### config.mk
export PLATFORM = sky130hd
export DESIGN_NAME = gcl_front
export DESIGN_NICKNAME = d
export VERILOG_FILES = /design/src/rtl/core/gcl_pkg.sv /design/src/rtl/core/gcl_front.sv
export SDC_FILE = /design/constraint.sdc
export NUM_CORES = 1
export LEC_CHECK = 0
export BUFFER_PORTS_ARGS = -buffer_cell sky130_fd_sc_hd__buf_4
export CORE_MARGIN = 2
export CORE_UTILIZATION = 47
export CTS_CLUSTER_SIZE = 24
export DETAILED_ROUTE_END_ITERATION = 6
export GPL_TIMING_DRIVEN = 0
export PLACE_DENSITY = 0.71
export SYNTH_ARGS = -nofsm -noshare
export SYNTH_HDL_FRONTEND = slang
export SYNTH_SLANG_ARGS = --single-unit
export TNS_END_PERCENT = 100
### constraint.sdc
create_clock -name i_clk -period 10.8 [get_ports i_clk]
set_input_delay 1.08 -clock i_clk [delete_from_list [all_inputs] [get_ports i_clk]]
set_output_delay 1.08 -clock i_clk [all_outputs]
set_load 0.03 [all_outputs]
### src/rtl/core/gcl_pkg.sv
// ----------------------------------------------------------------------------
// gcl_pkg
// shared constants, types and helpers of the grid cell locator
// ----------------------------------------------------------------------------
package gcl_pkg;

    // edge table geometry
    localparam int MAX_CELLS  = 1024;
    localparam int IDX_W      = $clog2(MAX_CELLS);
    localparam int NUM_DIMS   = 3;

    // field widths
    localparam int COORD_W    = 32;
    localparam int CELL_W     = 10;
    localparam int SLOT_W     = 10;
    localparam int EDGE_DIM_W = 2;
    localparam int DIMS_W     = 2;
    localparam int TOP_W      = 10;
    localparam int TOTAL_W    = 11;

    // configuration port
    localparam int CFG_IDX_W  = 3;
    localparam int CFG_DATA_W = 11;

    localparam logic [CFG_IDX_W-1:0] CFG_DIMS_USED     = 3'd0;
    localparam logic [CFG_IDX_W-1:0] CFG_SEARCH_TOP_X  = 3'd1;
    localparam logic [CFG_IDX_W-1:0] CFG_SEARCH_TOP_Y  = 3'd2;
    localparam logic [CFG_IDX_W-1:0] CFG_SEARCH_TOP_Z  = 3'd3;
    localparam logic [CFG_IDX_W-1:0] CFG_TOTAL_CELLS_X = 3'd4;
    localparam logic [CFG_IDX_W-1:0] CFG_TOTAL_CELLS_Y = 3'd5;
    localparam logic [CFG_IDX_W-1:0] CFG_TOTAL_CELLS_Z = 3'd6;

    // configuration reset values
    localparam logic [DIMS_W-1:0]  RST_DIMS_USED   = 2'd3;
    localparam logic [TOP_W-1:0]   RST_SEARCH_TOP  = 10'd1023;
    localparam logic [TOTAL_W-1:0] RST_TOTAL_CELLS = 11'd1024;

    // command codes
    localparam logic CMD_LOAD   = 1'b0;
    localparam logic CMD_LOCATE = 1'b1;

    // command queue between front and back
    localparam int QDEPTH = 2;
    localparam int QPTR_W = $clog2(QDEPTH);
    localparam int QCNT_W = $clog2(QDEPTH + 1);

    typedef struct packed {
        logic [DIMS_W-1:0]                  dims_used;
        logic [NUM_DIMS-1:0][TOP_W-1:0]     search_top;
        logic [NUM_DIMS-1:0][TOTAL_W-1:0]   total_cells;
    } t_cfg;

    typedef struct packed {
        logic                               locate;
        logic [NUM_DIMS-1:0]                wr_lane;
        logic [IDX_W-1:0]                   slot;
        logic [COORD_W-1:0]                 coord;
        logic [NUM_DIMS-1:0][COORD_W-1:0]   pos;
    } t_item;

    typedef struct packed {
        logic [NUM_DIMS-1:0][CELL_W-1:0]    cell_idx;
        logic                               outside;
    } t_result;

    typedef enum logic [1:0] {
        ST_IDLE,
        ST_SEARCH,
        ST_DONE
    } t_back_state;

    // clamp a search top to the last table entry
    function automatic logic [IDX_W-1:0] sat_top(input logic [TOP_W-1:0] top);
        logic [IDX_W-1:0] res;
        if (32'(top) > MAX_CELLS - 1) begin
            res = IDX_W'(MAX_CELLS - 1);
        end else begin
            res = IDX_W'(top);
        end
        return res;
    endfunction

endpackage

### src/rtl/core/gcl_front.sv
// ----------------------------------------------------------------------------
// gcl_front
// input side: decodes each transaction and queues work for the back end
// ----------------------------------------------------------------------------
module gcl_front
    import gcl_pkg::*;
(
    input  logic                          i_clk,
    input  logic                          i_rst_n,
    input  logic                          i_push,
    output logic                          o_full,
    input  logic                          i_cmd,
    input  logic [EDGE_DIM_W-1:0]         i_edge_dim,
    input  logic [SLOT_W-1:0]             i_edge_slot,
    input  logic signed [COORD_W-1:0]     i_edge_coord,
    input  logic signed [COORD_W-1:0]     i_pos_x,
    input  logic signed [COORD_W-1:0]     i_pos_y,
    input  logic signed [COORD_W-1:0]     i_pos_z,
    output logic                          o_q_valid,
    output t_item                         o_q_item,
    input  logic                          i_q_pop
);

    t_item               r_q [QDEPTH];
    logic [QPTR_W-1:0]   r_wr_ptr, n_wr_ptr;
    logic [QPTR_W-1:0]   r_rd_ptr, n_rd_ptr;
    logic [QCNT_W-1:0]   r_count, n_count;
    t_item               item;
    logic                slot_ok;
    logic                accept;
    logic                enq;
    logic                deq;

    // classify: loads to a bad dimension or slot are dropped here
    always_comb begin
        slot_ok       = 32'(i_edge_slot) < MAX_CELLS;
        item.locate   = (i_cmd == CMD_LOCATE);
        for (int d = 0; d < NUM_DIMS; d++) begin
            item.wr_lane[d] = (i_cmd == CMD_LOAD) && slot_ok
                              && (32'(i_edge_dim) == d);
        end
        item.slot     = IDX_W'(i_edge_slot);
        item.coord    = i_edge_coord;
        item.pos[0]   = i_pos_x;
        item.pos[1]   = i_pos_y;
        item.pos[2]   = i_pos_z;
    end

    assign o_full    = (r_count == QCNT_W'(QDEPTH));
    assign accept    = i_push && !o_full;
    assign enq       = accept && (item.locate || (|item.wr_lane));
    assign o_q_valid = (r_count != '0);
    assign deq       = i_q_pop && o_q_valid;
    assign o_q_item  = r_q[r_rd_ptr];

    always_comb begin
        n_wr_ptr = r_wr_ptr;
        n_rd_ptr = r_rd_ptr;
        n_count  = r_count;
        if (enq) begin
            n_wr_ptr = (r_wr_ptr == QPTR_W'(QDEPTH - 1)) ? '0 : r_wr_ptr + 1'b1;
        end
        if (deq) begin
            n_rd_ptr = (r_rd_ptr == QPTR_W'(QDEPTH - 1)) ? '0 : r_rd_ptr + 1'b1;
        end
        if (enq && !deq) begin
            n_count = r_count + 1'b1;
        end else if (deq && !enq) begin
            n_count = r_count - 1'b1;
        end
    end

    always_ff @(posedge i_clk) begin
        if (!i_rst_n) begin
            r_wr_ptr <= '0;
            r_rd_ptr <= '0;
            r_count  <= '0;
        end else begin
            r_wr_ptr <= n_wr_ptr;
            r_rd_ptr <= n_rd_ptr;
            r_count  <= n_count;
        end
    end

    always_ff @(posedge i_clk) begin
        if (enq) begin
            r_q[r_wr_ptr] <= item;
        end
    end

endmodule

# Word-level counts from Yosys, hierarchy flattened
# Memories as Yosys holds them, arrays and structs flattened. A register that Yosys moved wholly into a read port is not among the register bits.
# Cells that the tools add are included.
# W data, S select, Z words.
# totals
regBits,4
mem_count,1
ramBits,284
elab_cells,36
# classes
mux,8
reduce_logical,16
addsub,4
n_bitwise,1
n_eq_ne,3
# mem_list
memory,words,word_bits,rd,rd_ports_with_merged_regs,write_ports,line_no,source
r_q,2,142,1,1,1,gcl_front.sv:24,t_item r_q [QDEPTH];
# op_table
cell,count
$logic_and A1 B1 Y1,8
$mux W1,6
$eq A2 B2 Y1 const B,2
$mux W2,2
$reduce_bool A2 Y1,2
$logic_not A1 Y1,3
$reduce_or A3 Y1,1
$add A1 B1 Y1 const B,2
$add A2 B1 Y2 const B,1
$eq A2 B1 Y1 const B,1
$logic_not A2 Y1,1
$sub A2 B1 Y2 const B,1
$logic_or A1 B1 Y1,1
$not A1 Y1,1

# Longest topological paths before layout
# Gate-level depths: netlist of run 1.
# depth
depth_word,9
ltp_mapped,7
depth_no_buf,7

# Worst setup path before layout of run 1
# OpenSTA, ideal clock, no wires.
# synth_path
kind,input -> register
start,in i_cmd
end,"mem r_q[0][0] (netlist bit), enable pin"
setup_slack_ps,2918
setup_time_ps,646
arrival_ps,7236
path_stages,3
cell_sequence,nand3b_1 > nand3b_1 > nor2_1
# synth_between
elab_chain_len,7
word_cells_on_any_way,9
classes_between,mux (2); bitwise (1); reduce/logical (6)
# synth_lines
element,line_no,source
"start, declared",gcl_front.sv:12,"input logic i_cmd,"
$not A1 Y1,gcl_front.sv:39,item.wr_lane[d] = (i_cmd == CMD_LOAD) && slot_ok
$logic_and A1 B1 Y1,gcl_front.sv:40,&& (32'(i_edge_dim) == d);
$reduce_or A3 Y1,gcl_front.sv:51,assign enq = accept && (item.locate || (|item.wr_lane));
$logic_or A1 B1 Y1 *,gcl_front.sv:51,
$logic_and A1 B1 Y1 *,gcl_front.sv:51,
$mux W1 *,gcl_front.sv:86,if (enq) begin
$mux W1 (not written as such) *,gcl_front.sv:87,r_q[r_wr_ptr] <= item;
"end, declared",gcl_front.sv:24,
# Every way passes the cells marked *; elsewhere a longest branch is shown, timed or not.

==> metrics.txt, run 1 <==
status=finished, final reports clean; top cells by count, synth=284 x edfxtp_1, 80 x mux2_4, 62 x mux2_2, 10 x buf_6, 6 x buf_2; Final Hold Fails=0; R2R Setup Slk=8220 ps; Hold WS=526 ps; final setup vio count=0; wire per inst=18.5 um; gr ovfl total=0; min cycle time layout=2980 ps; final setup margin=7820 ps; Clock Latency Late Sink=530 ps; multiplexer area fraction after synthesis=17.6%; Syn Nets=618; VDD IR max=0.167 mV; Final Wtd Congestion=0.719; internal power=2.42 mW; register area=8630 um2; Synth Area in Compound Gates=0.162%; RSZ-0062 raised after global routing=no; synthesized flop and latch total=289; maxcap violations=0; Post-Synth XOR/XNOR Area=0.243%; htree depth=1; Root Buffer=clkbuf_16; Chip Height=156 um; asr flop ratio synth=0%; most common cell in the netlist=edfxtp_1; Final Util=63.8%; crit start category=flip-flop; average cell area after synthesis=22.9 um2; Worst Tran Pin Value=989 ps; post-synth top area cell=edfxtp_1; Resize count post-CTS=0; mapped cell area=10800 um2; Seq/Total Area, Yosys=79.7%; Starting DRT DRC Count=271; FF-to-FF End=r_q[1][59]$_DFFE_PP_; sequential power share=40.7%; ys flop type=edfxtp_1; net switching power=1.08 mW; post-route design area=14500 um2; Final Max Tran Viols=0; Yosys cell types=23; Buffers on Ports=288; Post-DRT Antenna Nets=0; Reg-to-Reg Start=r_count[0]$_SDFFE_PN0P_; Post-synth EDFFs=284; largest net degree at the start of global routing=34; DR DRC count=0; Max Clk Rate=335 MHz; Setup Skew=10.8 ps; number of top-level pins=289; Layout area overhead=33.4%; Core Box Area=22600 um2; Gate power share=33.9%; layout cell share with drive strength beyond 1=60.4%; area of the multi-input gates=2070 um2; CTS buffer count=29; required time worst endpoint=9720 ps; vias in the first global route=5595; crit path capture type=output port; Syn Inst Count=472; Slew HR=33.9%; Post-CTS Setup Inserts=0; Synth area leaders=edfxtp_1 79%, mux2_4 11%, mux2_2 6.4%; Synth Area in Adders=0.116%; clk buf depth=3; Post-Synth Simple-Gate Area=0.809%; gr usage total=15.8%; Hold-fix buffers, CTS=0; Worst Path Max Fanout=10; Via Count=5446; drt pass-1 iters=4; Crit Path Class=flip-flop to output port; yosys warns=0; initial antenna violation count=1; main combinational cell family by area after synthesis=multiplexers; Sink Count=289; Filler Cell Count=1535; nets=947; wirelength, routed=20400 um; Net Sw Frac=30.7%; HP Class=flip-flop to flip-flop; post-DP HPWL=14500 um; CTS tree=yes; P_leak=5.55 nW; share of the synthesized area in the top cell type=78.7%; FP Rows=55; die width=156 um; pwr dens=242 nW/um2; Vias/cell=4.92; Overall Power=3.50 mW; data arrival time of the worst path=1900 ps; Final Cycle Share=27.6%; Worst Setup Slack post-DPL=7490 ps; die area=24300 um2; first-pass GRT wire length=29800 um; power share of the clock group=25.4%; placed cell area=13600 um2; worst reg2reg path depth=5; Starting Density=47.8%; CP Capture Point=o_q_item[79]; clock transition at the registers of the reported paths=60 ps
-- critical path: stages, from the launching register on --
cell and delay [ps]:
dfxtp_1 320, buf_6 130, buf_6 200, buf_6 220, mux2_4 320, buf_4 180
-- area by class of cell --
cell class                 count  share of cell area (%)
tap                          285                    2.47
clock buffer                  32                    5.10
inverter                       2                  0.0519
multi-input combinational    165                    14.3
sequential                   289                    59.7
timing repair buffer         298                    16.7
clock inverter                18                   0.718
antenna                        1                  0.0173
buffer                        16                   0.987
-- worst min path at each step --
| stage | startpoint | end | depth (start not counted) |
|---|---|---|---|
| 6_report | r_count[1]$_SDFFE_PN0P_ | r_count[1]$_SDFFE_PN0P_ | 2 |
| 4_1_cts | r_count[1]$_SDFFE_PN0P_ | r_count[1]$_SDFFE_PN0P_ | 2 |
| 3_3_place_gp | r_wr_ptr$_SDFFE_PN0P_ | r_wr_ptr$_SDFFE_PN0P_ | 2 |
| 2_1_floorplan | r_wr_ptr$_SDFFE_PN0P_ | r_wr_ptr$_SDFFE_PN0P_ | 2 |
| 5_1_grt | r_wr_ptr$_SDFFE_PN0P_ | r_wr_ptr$_SDFFE_PN0P_ | 2 |
| 3_5_place_dp | r_count[1]$_SDFFE_PN0P_ | r_count[1]$_SDFFE_PN0P_ | 2 |
-- routing by layer --
layer  GRT usage, %  vias up  part of all wire, %
li1               -     2539                    -
met1           19.4     2667                   40
met2           27.1      213                   50
met3           5.22       27                  8.5
met4           4.11        0                  1.8
met5              0        -                    0
-- layout by cell type, fill, tap and decap left out, types with 2 or more instances in the layout --
cell / instances
and2_1: 3
buf_12: 4
buf_16: 6
buf_2: 6
buf_4: 288
buf_6: 10
clkbuf_1: 3
clkbuf_16: 29
clkinv_1: 11
clkinv_2: 5
dfxtp_1: 5
edfxtp_1: 284
inv_1: 2
mux2_2: 62
mux2_4: 80
nand2_1: 2
nand3b_1: 2
nor2_4: 2
nor3b_1: 2
xnor2_1: 2
-- through the flow --
step | instances | setup TNS, ps
detailed placement | 1055 | 0
CTS | 1105 | 0
floorplan | 472 | 0
finish | 1106 | 0
global placement | 1045 | -56110
global route | 1105 | 0
-- sequential cells by signal (all words and copies together) (netlist names), named ones only --
register	flops
r_wr_ptr	1
r_count	2
r_rd_ptr	1
r_q	284
-- power groups by stage --
stage / logic, mW / registers, mW / clock network [mW]
after floorplan: 0.777 / 1.47 / 0
after CTS: 1.20 / 1.43 / 0.911
after global routing: 1.25 / 1.43 / 0.961
final: 1.19 / 1.42 / 0.889
after detailed placement: 1.20 / 1.45 / 0
after global placement: 1.14 / 1.50 / 0
-- logic make-up after synthesis --
| kind of cell | count (synthesis) |
|---|---|
| XOR/XNOR | 3 |
| adder cells (fa/ha/maj) | 1 |
| AND/OR/NAND/NOR | 15 |
| buffers and inverters | 18 |
| multiplexers | 143 |
| flip-flops | 289 |
| AO/OA/AOI/OAI | 3 |
No activity file was read; power rests on OpenSTA's default activity.
==> run 2, diff against run 1 <==
==> constraint.sdc (replaced) <==
create_clock -name i_clk -period 3 [get_ports i_clk]
set_input_delay 0.3 -clock i_clk [delete_from_list [all_inputs] [get_ports i_clk]]
set_output_delay 0.3 -clock i_clk [all_outputs]
set_load 0.03 [all_outputs]
==> run 2 against run 1 <==
Net effect:
- sequential share of layout area fell by 5.1 points
- setup slack worse by 7300 ps
- register-to-register slack worse by 7700 ps
- sequential power grew to 3.6 times the previous value
- clock-buffer cell count increased by 4
- critical path depth up 2
- die area did not move
- via count up 11%
- hold slack worse by 500 ps
- wire length increased by 13%
- critical path type is now input port to flip-flop
==> metrics.txt, run 2 (synthesis gave the netlist of run 1 again) <==
data arrival time of the worst path=2690 ps; M2 GR Usage=34.8%; met1 Use GR=20.5%; vias in the first global route=6789; Final Cycle Share=82.3%; Filler Cell Count=1386; Layout area overhead=45.9%; layout cell share with drive strength beyond 1=51.8%; FP Rows=55; Final Wtd Congestion=0.739; Slew HR=38.3%; crit start category=input port; pwr dens=816 nW/um2; htree depth=1; post-DP HPWL=14500 um; Crit Path Class=input port to flip-flop; Clock Latency Late Sink=530 ps; die area=24300 um2; gr ovfl total=0; wire per inst=18.6 um; Setup Skew=6.75 ps; die width=156 um; Worst Path Max Fanout=32; Chip Height=156 um; Final Hold Fails=0; Max Clk Rate=405 MHz; setup TNS=0 ps; CP max stage cell=nor2_4; Vias/cell=4.87; DR DRC count=0; Starting DRT DRC Count=337; CP delay by family, top=buffers and inverters; Top Registers=r_q x284, r_count x2; Worst Tran Pin Value=924 ps; wirelength, routed=23100 um; Final Max Tran Viols=0; drt pass-1 iters=4; status=finished, final reports clean; Worst Path Buf+Inv=4; HP Class=input port to flip-flop; Largest register FFs=284; Sink Count=289; Via Count=6061; RSZ-0062 raised after global routing=no; met3 GRT Util=6.53%; clock transition at the registers of the reported paths=60 ps; largest net degree at the start of global routing=33; required time worst endpoint=3230 ps; first-pass GRT wire length=35400 um; initial antenna violation count=0; CTS tree=yes; crit path capture type=flip-flop; worst path cell trace=dlygate4sd3_1 > buf_4 > nand3b_1 > nand3b_1 > nor2_4 > buf_12 > buf_12; post-route design area=15800 um2; P_leak=6.11 nW; commonest cells after routing, fill and taps aside=288 x buf_4, 284 x edfxtp_1, 139 x dlygate4sd3_1; VDD IR max=0.566 mV; max incr delay on CP=790 ps; n_diodes=0; number of top-level pins=289; CTS buffer count=29; maxcap violations=0; Top Usage Layer GRT=met2; Post-CTS Setup Inserts=0; Root Buffer=clkbuf_16; Buffers on Ports=288; Largest Register=r_q; final setup vio count=0; Core Box Area=22600 um2; Resize count post-CTS=0; placed cell area=13500 um2; commonest non-fill, non-tap cell in the layout=buf_4; gr usage total=18.8%; clk buf depth=3; min cycle time layout=2470 ps; Starting Density=47.8%; nets=1084; Post-DRT Antenna Nets=0
run 2: cell type report:
type                            count  area [um2]  share of cell area (%)
Inverter                            2        7.51                  0.0475
Sequential cell                   289        8630                    54.6
Clock inverter                     16         120                   0.760
Multi-Input combinational cell    165        2080                    13.1
Clock buffer                       36         752                    4.76
Tap cell                          285         357                    2.26
Buffer                             16         143                   0.903
Timing Repair Buffer              435        3710                    23.5
run 2: final timing paths:
path	start	endpoint	slack, ps	depth (start not counted)
hold / removal	i_rst_n	r_rd_ptr$_SDFFE_PN0P_	30	2
hold reg to reg	r_wr_ptr$_SDFFE_PN0P_	r_wr_ptr$_SDFFE_PN0P_	520	2
setup reg to reg	r_count[1]$_SDFFE_PN0P_	r_q[0][70]$_DFFE_PP_	550	5
setup / recovery	i_cmd	r_q[0][70]$_DFFE_PP_	530	7
run 2: what timing repair did:
item | in CTS | in global routing
endpoints found under the hold margin | 278 | 0
hold buffers | 139 | 0
endpoints found under the setup margin | 0 | 0
run 2: worst register-to-register path: cells and delay by family (launching register included):
| kind | cells | cell delay (ps) |
|---|---|---|
| and+or+nand+nor | 3 | 1240 |
| buffers and inverters | 2 | 540 |
| DFF | 1 | 340 |
run 2: report_power, final:
| group | switching (mW) | leakage (nW) | internal, mW |
|---|---|---|---|
| Sequential | 0.127 | 2.68 | 5.01 |
| Combinational | 2.44 | 3.00 | 1.97 |
| Clock | 1.41 | 0.430 | 1.93 |
run 2: per-stage QoR:
step	power (mW)	setup WS, ps	cells	hold WS, ps	util [%]
finish	12.9	532	1244	29.3	69.8
global route	13.4	369	1244	24.9	69.8
CTS	13.0	496	1244	3.91	69.8
detailed placement	9.50	474	1053	488	59.8
global placement	9.38	-1400	1045	479	59.1
floorplan	8.03	-380	472	399	-
run 2: per-layer routing:
metal / wire, um / vias to the layer above / share of wire, %
li1: - / 2811 / -
met1: 8440 / 2979 / 36
met2: 12200 / 234 / 53
met3: 2020 / 37 / 8.7
met4: 446 / 0 / 1.9
met5: 0 / - / 0
